===== src/sv/bcz_lerp.sv =====
// One linear interpolation a + floor((b - a) * t / 2^frac), combinational.
// No package dependencies; instanced per point in each pipeline level.
`default_nettype none

module bcz_lerp #(
  parameter int COORD_BITS      = 16,
  parameter int PARAM_FRAC_BITS = 16
) (
  input  wire logic signed [COORD_BITS-1:0]      a_i,
  input  wire logic signed [COORD_BITS-1:0]      b_i,
  input  wire logic        [PARAM_FRAC_BITS:0]   t_i,
  output logic signed      [COORD_BITS-1:0]      y_o
);

  localparam int TW = PARAM_FRAC_BITS + 1;

  logic signed [COORD_BITS:0]      diff;
  logic signed [COORD_BITS+TW:0]   prod;
  logic signed [COORD_BITS+TW:0]   scaled;

  assign diff   = {b_i[COORD_BITS-1], b_i} - {a_i[COORD_BITS-1], a_i};
  assign prod   = diff * $signed({1'b0, t_i});
  // arithmetic shift gives floor for negative products too
  assign scaled = prod >>> PARAM_FRAC_BITS;
  // t stays within [0, 1], so the sum never leaves the coordinate range
  assign y_o    = a_i + scaled[COORD_BITS-1:0];

endmodule

`default_nettype wire


===== config.mk =====
export PLATFORM = sky130hd
export DESIGN_NAME = bcz_lerp
export DESIGN_NICKNAME = d
export VERILOG_FILES = /design/src/sv/bcz_lerp.sv
export SDC_FILE = /design/constraint.sdc
export NUM_CORES = 1
export LEC_CHECK = 0
export ABC_AREA = 1
export BUFFER_PORTS_ARGS = -buffer_cell sky130_fd_sc_hd__buf_2
export CORE_MARGIN = 4
export CORE_UTILIZATION = 60
export DETAILED_ROUTE_END_ITERATION = 16
export PLACE_DENSITY = 0.91
export RECOVER_POWER = 100
export SLEW_MARGIN = 20
export SYNTH_ARGS = -nofsm -noshare
export SYNTH_HDL_FRONTEND = slang
export SYNTH_SLANG_ARGS = --single-unit

===== constraint.sdc =====
create_clock -name vclk -period 8.9
set_input_delay 0.445 -clock vclk [all_inputs]
set_output_delay 0.445 -clock vclk [all_outputs]
set_load 0.005 [all_outputs]

======== Word level (Yosys, flattened, before mapping) ========
Cells that the tools add are included.
operators by class
  order comparisons ....................... 0
  shifts and indexed selects .............. 0
  div/mod/pow operators ................... 0
  $add $sub $neg .......................... 2
  eq/ne operators ......................... 0
  bitwise operators ....................... 0
  reductions and logical operators ........ 0
  muxes and demuxes ....................... 0
  $mul .................................... 1
operators by type and width
  cell            count
  $mul 17x18->32  1
  $sub 16x16->17  1
  $add 16x16->16  1
storage, ports and cells
  bits in latches ......................... 0
  input port bits ......................... 49
  memories kept ........................... 0
  ROM bits ................................ 0
  logic and storage cells ................. 3
  output and inout bits ................... 16
  memory bits (writable) .................. 0
  register bits after elaboration ......... 0

======== Longest topological paths before layout ========
  word-level depth ........................ 3
  depth in mapped cells ................... 46
  depth with buffers taken out ............ 46

======== Worst setup path before layout ========
No wires, ideal clock.
  path kind ............................... input-to-output
  from .................................... in b_i[0]
  to ...................................... out y_o[13]
  slack ................................... 0.691 ns
  stages .................................. 42
  data arrival time ....................... 7.764 ns
  buffers on the path ..................... 1
  cell sequence ........................... inv_1 > ha_1 > fa_1 > inv_1 > nand2_1 > nand2_1 > nand2_1 > o21bai_1 > or2_2 > nand2_1 > inv_1 > clkbuf_1 > nand2_1 > fa_1 > inv_1 > fa_1 > inv_1 > fa_1 > (+6 left out) > ha_1 > a21oi_1 > o21a_1 > o221ai_1 > a21oi_1 > nand2_1 > xor2_1 > ha_1 > nand2_1 > nor2_1 > nand2_1 > o211ai_1 > a21boi_1 > o21ai_0 > a21oi_1 > nor2_1 > nor2_1 > xnor2_1
on the way
  cells in the longest elaborated chain, start to end .. 3
RTL lines
  element          RTL line  text
  start, declared  10        input wire logic signed [COORD_BITS-1:0] b_i,
  $sub 16x16->17   21        assign diff = {b_i[COORD_BITS-1], b_i} - {a_i[COORD_BITS-1], a_i};
  $mul 17x18->32   22        assign prod = diff * $signed({1'b0, t_i});
  $add 16x16->16   26        assign y_o = a_i + scaled[COORD_BITS-1:0];
  end, declared    12        output logic signed [COORD_BITS-1:0] y_o
No other way between the ends.

======== Worst setup path after layout ========
  from .................................... in b_i[0]
  to ...................................... out y_o[15]
Same word-level chain as after synthesis.

==> results.cfg <==
[run_status]
outcome = finished, final reports clean

[timing]
fin_crit_ns = 8.78
hold_viol_final = 0
final_hold_slack_ns = 1.18
fin_ws_ns = 0.119
max_slew_margin_pct = 67.2
slew_violations = 0
report.final.setup_viol = 0
period_share_pct = 98.7
max_freq_ghz = 0.114
unrepaired_setup_endpoints_after_global_routing = true
fin_tns_setup_ns = 0
measured_slew_at_the_worst_slew_check_pin_ns = 0.492

[critical_path]
crit_start = b_i[0]
timing.critical_path.from_type = input pin
critical_path.endpoint_type = output pin
critical-path-max-stage-delay_ns = 0.59
worst_ep_required_time_ns = 8.46
setup_crit_path_kind = in2out
data_arrival_time_at_the_worst_slack_endpoint_ns = 8.34
timing.critical_path.fanout_max = 5
crit_top_cell = sky130_fd_sc_hd__fa_1
standard_cell_with_the_maximum_stage_delay_on_the_critical_path = sky130_fd_sc_hd__fa_1

[floorplan]
floorplan.io_pins = 65
rows = 49
initial_util_pct = 60.8
die_area_um2 = 20400
dieHeight_um = 143
dieWidth_um = 143
coreArea_um2 = 18000

[routing]
firstDrtPassIters = 6
drc = 0
totalWireLength_um = 32100
wire_length_per_cell_after_detailed_routing_um = 17.9
via_count = 10200
post_drt_via_cell_ratio = 5.67
detailedRoute.firstIterationViolations = 883
final_antenna_net_count = 0

[placement]
gp_routability_congestion = 1.01
buffer_ports.inserted = 65
post-place-ws_ns = -0.129
placed_cell_area_um2 = 11800
half_perimeter_wire_length_after_detailed_placement_um = 26100

[layout]
nClkBuffers = 0
sequential_cell_area_um2 = 0
fillers = 1346
drive_above_1_share_pct = 15.6
flow.area_growth_from_synthesis_pct = 14.3
final_nets = 1983
postLayoutCellArea_um2 = 12500
n_antenna_cell = 0
design.seq.count = 0
multi_input_area_um2 = 9720

[yosys]
synthDistinctLibCells = 44
syn_avg_cell_area_um2 = 7.46
syn-num-nets = 1877
synth-seq-area-share_pct = 0
ys_warn_count = 0
syn_area_um2 = 10900
synthesized_netlist_cell_count = 1464

[worst_hold_path]
hold_depth = 3
worstHoldStart = a_i[0]
hold_path_class = in2out

[global_routing]
grt.total_usage_pct = 30.4
globalRoute.busiestLayer = met2
grtUsageMet1_pct = 38.1
global_route.overflow_total = 0
grt_use_met2_pct = 51.3
global_route_wire_length_before_repair_um = 49600
grt_start_max_net_pins = 17
antenna_violations_before_repair = 1
global_route.usage.met3_pct = 5.46
first_global_vias = 10500

[job]
drv_cap = 0
==> area by class of cell <==
class	count	area share, %
multi-input cells	1026	77.8
repair buffers	134	7.44
well taps	229	2.29
repair inverters	1	0.0401
inverters	407	12.4
==> what timing repair did <==
action,CTS,global route
hold endpoints to repair,0,0
gates cloned,0,2
endpoints found under the setup margin,4,9
hold buffers,0,0
pin swaps,1,44
gates resized for setup,4,108
setup buffers,1,20
==> through the flow <==
| stage | util, % | instances |
|---|---|---|
| after floorplan | - | 1464 |
| after global placement | 65.6 | 1775 |
| after detailed placement | 65.6 | 1775 |
| after CTS | 65.8 | 1776 |
| after global routing | 69.5 | 1797 |
| final | 69.5 | 1797 |
==> layer usage <==
layer | vias to the layer above | share of wire (%)
li1 | 4493 | -
met1 | 4859 | 34
met2 | 662 | 48
met3 | 171 | 11
met4 | 0 | 6.5
met5 | - | 0
==> layout by cell type, fill, tap and decap left out, types with 4 or more instances in the layout <==
master,netlist,layout
sky130_fd_sc_hd__nand2_4,0,5
sky130_fd_sc_hd__or2_2,7,7
sky130_fd_sc_hd__nor2_2,1,5
sky130_fd_sc_hd__nand4_1,5,5
sky130_fd_sc_hd__a31oi_1,6,4
sky130_fd_sc_hd__inv_1,399,388
sky130_fd_sc_hd__nand2_1,293,280
sky130_fd_sc_hd__inv_2,4,10
sky130_fd_sc_hd__buf_2,5,62
sky130_fd_sc_hd__fa_1,225,223
sky130_fd_sc_hd__nand3_1,24,23
sky130_fd_sc_hd__o21ai_0,20,14
sky130_fd_sc_hd__buf_12,0,4
sky130_fd_sc_hd__a21oi_4,0,4
sky130_fd_sc_hd__buf_4,2,64
sky130_fd_sc_hd__ha_1,139,124
sky130_fd_sc_hd__a21oi_1,55,42
sky130_fd_sc_hd__ha_4,0,13
sky130_fd_sc_hd__o21ai_1,2,5
sky130_fd_sc_hd__nor2_1,161,156
sky130_fd_sc_hd__nand2_2,12,20
sky130_fd_sc_hd__nor3_2,1,4
sky130_fd_sc_hd__xnor2_1,14,14
sky130_fd_sc_hd__nor3_1,8,5
sky130_fd_sc_hd__xor2_1,22,19
sky130_fd_sc_hd__a21oi_2,2,11
==> cell usage after synthesis, drive strengths merged <==
library cell / n / area, µm²
fa: 225 / 4500
o21ba: 1 / 10.0
o21a: 2 / 15.0
a31oi: 6 / 37.5
a21boi: 3 / 22.5
and3: 1 / 6.26
nor2: 162 / 611
a221oi: 1 / 8.76
nand3: 27 / 150
nand2: 305 / 1170
a21o: 1 / 7.51
xor2: 22 / 193
buf: 7 / 40.0
nor3: 9 / 50.1
nand4: 5 / 31.3
nand3b: 1 / 7.51
or2: 10 / 62.6
inv: 403 / 1510
a211oi: 2 / 15.0
nor4: 2 / 12.5
a21oi: 57 / 293
o221ai: 2 / 17.5
o211a: 1 / 10.0
o2111ai: 1 / 8.76
o21ai: 22 / 110
o21bai: 3 / 22.5
xnor2: 15 / 139
o211ai: 1 / 7.51
clkbuf: 24 / 90.1
ha: 139 / 1740
clkinv: 4 / 16.3
==> path summary, 6_finish.rpt <==
kind                  endpoint  slack, ns
worst max-delay path   y_o[15]       0.12
worst min-delay path    y_o[0]       1.18
==> cell families (layout without fill, tap and decap cells) <==
logic type,count (synthesis),in the layout,synth area share (%)
AND/OR/NAND/NOR,522,522,19.3
adder cells (fa/ha/maj),364,364,57.1
buffers and inverters,438,542,15.2
XOR/XNOR,37,37,3.03
AO/OA/AOI/OAI,103,103,5.36
==> critical path, delay by kind of cell <==
family | cells | cell delay (ns)
and+or+nand+nor | 14 | 1.26
adders and majority gates | 10 | 4.19
AOI/OAI and AO/OA | 8 | 1.55
buffers and inverters | 11 | 0.69
xor gates and xnor gates | 1 | 0.21
Power is left out: the tool's default activity adds up to more than one toggle a clock period on the data nets, which glitch-free logic cannot reach.
