<file path="src/sv/bcz_pkg.sv">
// Shared definitions for the cubic Bezier point evaluator.
// Register map and reset values; no dependencies.
`default_nettype none

package bcz_pkg;

  localparam int NUM_REGS     = 8;
  localparam int REG_IDX_BITS = 3;

  typedef enum logic [REG_IDX_BITS-1:0] {
    REG_P0_X = 3'd0,
    REG_P0_Y = 3'd1,
    REG_P1_X = 3'd2,
    REG_P1_Y = 3'd3,
    REG_P2_X = 3'd4,
    REG_P2_Y = 3'd5,
    REG_P3_X = 3'd6,
    REG_P3_Y = 3'd7
  } reg_idx_e;

  // Reset values, truncated to the coordinate width where they are used
  localparam int RESET_COORD [NUM_REGS] = '{
    -8192, -8192, -8192, 8192, 8192, 8192, 8192, -8192
  };

endpackage

`default_nettype wire

</file>
<file path="src/sv/bcz_cfg_regs.sv">
// Control point register file, written through the plain config port.
// Depends on bcz_pkg for the register map and reset values.
`default_nettype none

module bcz_cfg_regs #(
  parameter int COORD_BITS = 16
) (
  input  wire logic                                 clk_i,
  input  wire logic                                 rst_ni,
  input  wire logic                                 cfg_we_i,
  input  wire logic [bcz_pkg::REG_IDX_BITS-1:0]     cfg_idx_i,
  input  wire logic [COORD_BITS-1:0]                cfg_wdata_i,
  output logic signed [COORD_BITS-1:0]              pts_x_o [4],
  output logic signed [COORD_BITS-1:0]              pts_y_o [4]
);

  logic signed [COORD_BITS-1:0] regs_q [bcz_pkg::NUM_REGS];

  always_ff @(posedge clk_i or negedge rst_ni) begin
    if (!rst_ni) begin
      for (int i = 0; i < bcz_pkg::NUM_REGS; i++) begin
        regs_q[i] <= COORD_BITS'(bcz_pkg::RESET_COORD[i]);
      end
    end else if (cfg_we_i) begin
      regs_q[cfg_idx_i] <= cfg_wdata_i;
    end
  end

  assign pts_x_o[0] = regs_q[bcz_pkg::REG_P0_X];
  assign pts_x_o[1] = regs_q[bcz_pkg::REG_P1_X];
  assign pts_x_o[2] = regs_q[bcz_pkg::REG_P2_X];
  assign pts_x_o[3] = regs_q[bcz_pkg::REG_P3_X];
  assign pts_y_o[0] = regs_q[bcz_pkg::REG_P0_Y];
  assign pts_y_o[1] = regs_q[bcz_pkg::REG_P1_Y];
  assign pts_y_o[2] = regs_q[bcz_pkg::REG_P2_Y];
  assign pts_y_o[3] = regs_q[bcz_pkg::REG_P3_Y];

endmodule

`default_nettype wire

</file>
<file path="config.mk">
export PLATFORM = sky130hd
export DESIGN_NAME = bcz_cfg_regs
export DESIGN_NICKNAME = d
export VERILOG_FILES = /design/src/sv/bcz_pkg.sv /design/src/sv/bcz_cfg_regs.sv
export SDC_FILE = /design/constraint.sdc
export NUM_CORES = 1
export LEC_CHECK = 0
export BUFFER_PORTS_ARGS = -buffer_cell sky130_fd_sc_hd__buf_4
export CAP_MARGIN = 20
export CORE_MARGIN = 5
export CORE_UTILIZATION = 30
export CTS_BUF_LIST = sky130_fd_sc_hd__clkbuf_4 sky130_fd_sc_hd__clkbuf_8
export CTS_CLUSTER_SIZE = 8
export DETAILED_ROUTE_END_ITERATION = 6
export SLEW_MARGIN = 10
export SYNTH_ARGS = -nofsm -noshare
export SYNTH_HDL_FRONTEND = slang
export SYNTH_SLANG_ARGS = --single-unit
export TNS_END_PERCENT = 5
</file>
<file path="constraint.sdc">
create_clock -name clk_i -period 1 [get_ports clk_i]
set_input_delay 0.05 -clock clk_i [delete_from_list [all_inputs] [get_ports clk_i]]
set_output_delay 0.05 -clock clk_i [all_outputs]
set_load 0.005 [all_outputs]
</file>
## Yosys cells after proc, flatten, opt, wreduce, memory -nomap -nowiden

Index checks and enable logic that the tools add are counted.

- Bits in writable memories: 0
- Memories kept: 0
- Logic and storage cells: 15
- Input port bits: 22
- Output and inout port bits: 128
- ROM bits: 0
- Flip-flop bits (word level): 128
- Latch bits: 0

- Equal/unequal tests: 0
- Divide/modulo/power cells: 0
- Mux-type cells: 3
- Reductions and logical operators: 1
- Magnitude comparators: 2
- Add/sub/neg operators: 0
- Multipliers: 0
- Shift-type cells: 0
- Bitwise operators: 1

Operators by type and width:

| operator | count |
|---|---|
| $bwmux 128 | 1 |
| $demux 16 s3 | 1 |
| $mux 16 | 1 |
| $ge 4x4->1 const B | 1 |
| $lt 4x1->1 const B | 1 |
| $not 3->4 | 1 |
| $logic_and 1x1->1 | 1 |

## Longest topological paths before layout

- Depth after elaboration: 6
- Gate-level depth with buffers: 5
- Depth with buffers taken out: 2

## Worst setup path before layout

OpenSTA, ideal clock, no wires.

- Kind: in2reg
- From: input port cfg_idx_i[1] (netlist bit)
- To: register regs_q (netlist bit pts_x_o[53])
- Slack: -0.266 ns
- Library setup time: 0.125 ns
- Data arrival time: 1.141 ns
- Data required time: 0.875 ns
- Stages on the path: 4
- Path buffers: 2
- Cell sequence: buf_6 > nor4b_4 > buf_8 > mux2_4

- Cells in the longest elaborated chain, start to end: 6
- Elaborated cells on any way between the ends: 7
- Those cells by class: 2 x order compare; 3 x mux; 1 x bitwise; 1 x reduce/logical

Ends and longest elaborated chain:

| what | RTL line | text |
|---|---|---|
| start, declared | bcz_cfg_regs.sv:11 | `input wire logic [bcz_pkg::REG_IDX_BITS-1:0] cfg_idx_i,` |
| $not 3->4 (implied by the code) * | bcz_cfg_regs.sv:25 | `regs_q[cfg_idx_i] <= cfg_wdata_i;` |
| $ge 4x4->1 (implied by the code) or $lt 4x1->1 (tied branches) | bcz_cfg_regs.sv:25 |  |
| $logic_and 1x1->1 (implied by the code) | bcz_cfg_regs.sv:25 |  |
| $mux 16 (implied by the code) | bcz_cfg_regs.sv:25 |  |
| $demux 16 s3 * | bcz_cfg_regs.sv:25 |  |
| $bwmux 128 * | bcz_cfg_regs.sv:25 |  |
| end signal, assigned by index | bcz_cfg_regs.sv:22 | `regs_q[i] <= COORD_BITS'(bcz_pkg::RESET_COORD[i]);` |
| end signal, assigned by index | bcz_cfg_regs.sv:25 |  |
| end, declared | bcz_cfg_regs.sv:17 | `logic signed [COORD_BITS-1:0] regs_q [bcz_pkg::NUM_REGS];` |

Mark *: on every way between the ends. The rest lies on a longest branch, timed or not.
A chain may end at the register's enable or synchronous reset.

## Worst setup path in the final report

- From: register regs_q (netlist bit pts_x_o[47])
- To: output port pts_x_o[47] (netlist bit)

RTL lines:

| what | RTL line | text |
|---|---|---|
| end, declared | bcz_cfg_regs.sv:13 | `output logic signed [COORD_BITS-1:0] pts_x_o [4],` |

No word-level cell between the ends.

==> run metrics <==
adder and majority cell fraction of the synthesized area=0; total placed cells including tap cells=647; run status=finished, violations left; number of global-route vias before repair=3518; final worst-path setup slack=-123.8 ps; max_slew headroom=0.7723; compound-gate portion of the synthesized area=0; multiplexer fraction of the synthesized cell area=0.2997; most common cell after layout, fill and taps aside=sky130_fd_sc_hd__buf_6; Simple-Gate Fraction of Synth Area=0.02257; post-route insts no fill=700; endpoint required time on the critical path=950 ps; cell type of the slowest stage on the worst timing path=sky130_fd_sc_hd__dfstp_2; number of DRC violations after detailed-routing iteration 0=61; clock sink count=128; synthesized area per cell=between 15 and 20 um2; I/O pins=150; largest vdd supply drop=1051 uV; worst stage delay on the critical path=between 500 and 600 ps; overall track demand over capacity in global routing=0.1458; cts bufs inserted=17; top-area cell type share of the netlist area=0.5680; clock skew=0 ps; Die Height=138.3 um; initial core utilization=0.3084; leakage power of the design=roughly 3.5 nW; number of placement rows=46; number of max-cap violations=0; violations in the final reports=setup timing; Post-Layout Inst Area=7645 um2; Worst Reg-to-Reg Cells=3; commonest non-fill, non-tap cells in the layout=sky130_fd_sc_hd__buf_6, sky130_fd_sc_hd__mux2_2, sky130_fd_sc_hd__dfrtp_1; wire length per cell=19.36 um; category of the worst setup path launch point=flip-flop; standard cell area after detailed placement=~6500 um2; final setup violation count=53; final critical delay including setup and external delays=1124 ps; number of synthesized register bits=128; clock latency on the worst-skew pair=430 ps; number of pins exceeding their max-slew limit in the final report=0; area of the die=19110 um2; worst hold path type=input port to async pin; length of the first detailed-routing pass in iterations=3; antenna cell count=0; DRC errors left=0; level count of the clock H-tree=4; final hold violations=0; arrival time worst endpoint=roughly 1100 ps; maximum number of pins on one net before global-route repair=66; Crit. End Element=output port; count of buffer and inverter cells on the critical path=1; period utilization=1.124; logic depth of the worst setup path including buffers=1; FILL cells=1439; cell at the root of the clock tree=sky130_fd_sc_hd__clkbuf_8; width of the die=138.3 um; Setup WS pre-CTS=-252.4 ps; estimated wirelength of the detail-placed design=slightly above 9000 um; GR Overflow Total=0; number of antenna violations at the first check in global routing=0; number of vias after detailed routing=3093; areal power density over the cells=2189 nW/um2; Layout area overhead=54.92%; Total Power Consumption=16.74 mW; core footprint=16000 um2; RSZ-0062 raised after global routing=true; quantity of I/O buffers inserted on ports=149; critical path, cell by cell=buf_6; sequential cell area=about 3200 um2; largest family of logic cells by synthesized area=multiplexers; fraction of the yosys area taken by sequential cells=0.6531; clock tree from TritonCTS=built; routed wire length=between 10000 and 15000 um; dominant delay contributor by cell family on the critical path=flip-flops; multi-input combinational cell area=1635 um2; fraction of layout cells with a size suffix above 1=0.7335; antenna-violating nets left=0; Max Clock Freq=889.8 MHz; crit-path max FO=2; worst setup path category=flip-flop to output port; post-synth net total=301; Final Wtd Congestion=between 0.7 and 0.8; most area-consuming cells after synthesis=sky130_fd_sc_hd__dfrtp_1, sky130_fd_sc_hd__mux2_2, sky130_fd_sc_hd__dfstp_2; Synth cell types=12; total of warnings raised by yosys=0; clock input transition at the sequential cells of the worst setup and hold paths=70 ps; first-pass GRT wire length=between 20000 and 25000 um; Post-Synthesis Cell Area=between 4000 and 5000 um2; cell type with the largest total area after synthesis=sky130_fd_sc_hd__dfrtp_1; synthesized netlist cell count=279; parity-gate share of the synthesized area counting xor and xnor cells=0; number of nets in the layout=a little under 500; maximum number of buffers from clock root to sink=2; via-per-instance ratio=4.419; Worst Tran Pin Value=341.6 ps
[state kept, by name, indices dropped and copies added (netlist names)]
name / count
pts_x_o: 64
pts_y_o: 64
[kinds of logic after synthesis]
| kind of cell | count (synthesis) |
|---|---|
| flip-flops | 128 |
| buffers and inverters | 15 |
| multiplexers | 128 |
| AND/OR/NAND/NOR | 8 |
[final timing paths]
| path | startpoint | end | slack, ps |
|---|---|---|---|
| setup reg to reg | pts_x_o[61]$_DFFE_PN1P_ | pts_x_o[61]$_DFFE_PN1P_ | 50 |
| hold reg to reg | pts_y_o[12]$_DFFE_PN0P_ | pts_y_o[12]$_DFFE_PN0P_ | 530 |
| setup / recovery | pts_x_o[47]$_DFFE_PN1P_ | pts_x_o[47] | -120 |
| hold / removal | rst_ni | pts_y_o[23]$_DFFE_PN0P_ | 180 |
| max in group asynchronous | rst_ni | pts_x_o[45]$_DFFE_PN1P_ | 480 |
| min in group clk_i | cfg_we_i | pts_x_o[5]$_DFFE_PN0P_ | 220 |
[worst min-delay path: stages]
cell and delay (ps):
sky130_fd_sc_hd__dlygate4sd3_1 520, sky130_fd_sc_hd__buf_4 140, sky130_fd_sc_hd__buf_12 290
[power breakdown]
group,switching [mW],internal [mW]
clock network,2.11,2.93
registers,0.860,6.43
logic,1.28,3.13
[metrics by stage]
stage / TNS (ps) / util / hold WS [ps]
4_1_cts: -6294 / 0.4769 / 162.6
3_3_place_gp: -24760 / 0.4067 / 102.4
6_report: -2041 / 0.4778 / 177.9
3_5_place_dp: -26410 / 0.4067 / 104.9
5_1_grt: -9210 / 0.4778 / 190.1
2_1_floorplan: -14350 / - / -245.6
[metal layers]
metal | global-route usage | vias to the layer above | routed length [um]
li1 | - | 1383 | -
met1 | 0.1730 | 1599 | 5580
met2 | 0.2425 | 102 | 6860
met3 | 0.06621 | 9 | 1002
met4 | 0.03588 | 0 | 112
met5 | 0 | - | 0
[area by class of cell]
| cell class | count | area share |
|---|---|---|
| Multi-Input combinational cell | 136 | 0.2139 |
| Sequential cell | 128 | 0.4216 |
| Tap cell | 216 | 0.03535 |
| Timing Repair Buffer | 188 | 0.2694 |
| Clock inverter | 12 | 0.02373 |
| Clock buffer | 20 | 0.03601 |
[cell usage after synthesis, drive strengths merged]
| master | number |
|---|---|
| dfrtp | 112 |
| buf | 15 |
| nor4bb | 3 |
| nand4 | 1 |
| nor4b | 1 |
| mux2 | 128 |
| dfstp | 16 |
| nand4b | 3 |
[what timing repair did]
item,CTS,global route
hold buffers,17,0
gates cloned,0,0
resized for setup,128,0
buffers inserted,2,2
endpoints found under the hold margin,256,0
setup endpoints to repair,128,128
Power figures use the tool's default switching activity.
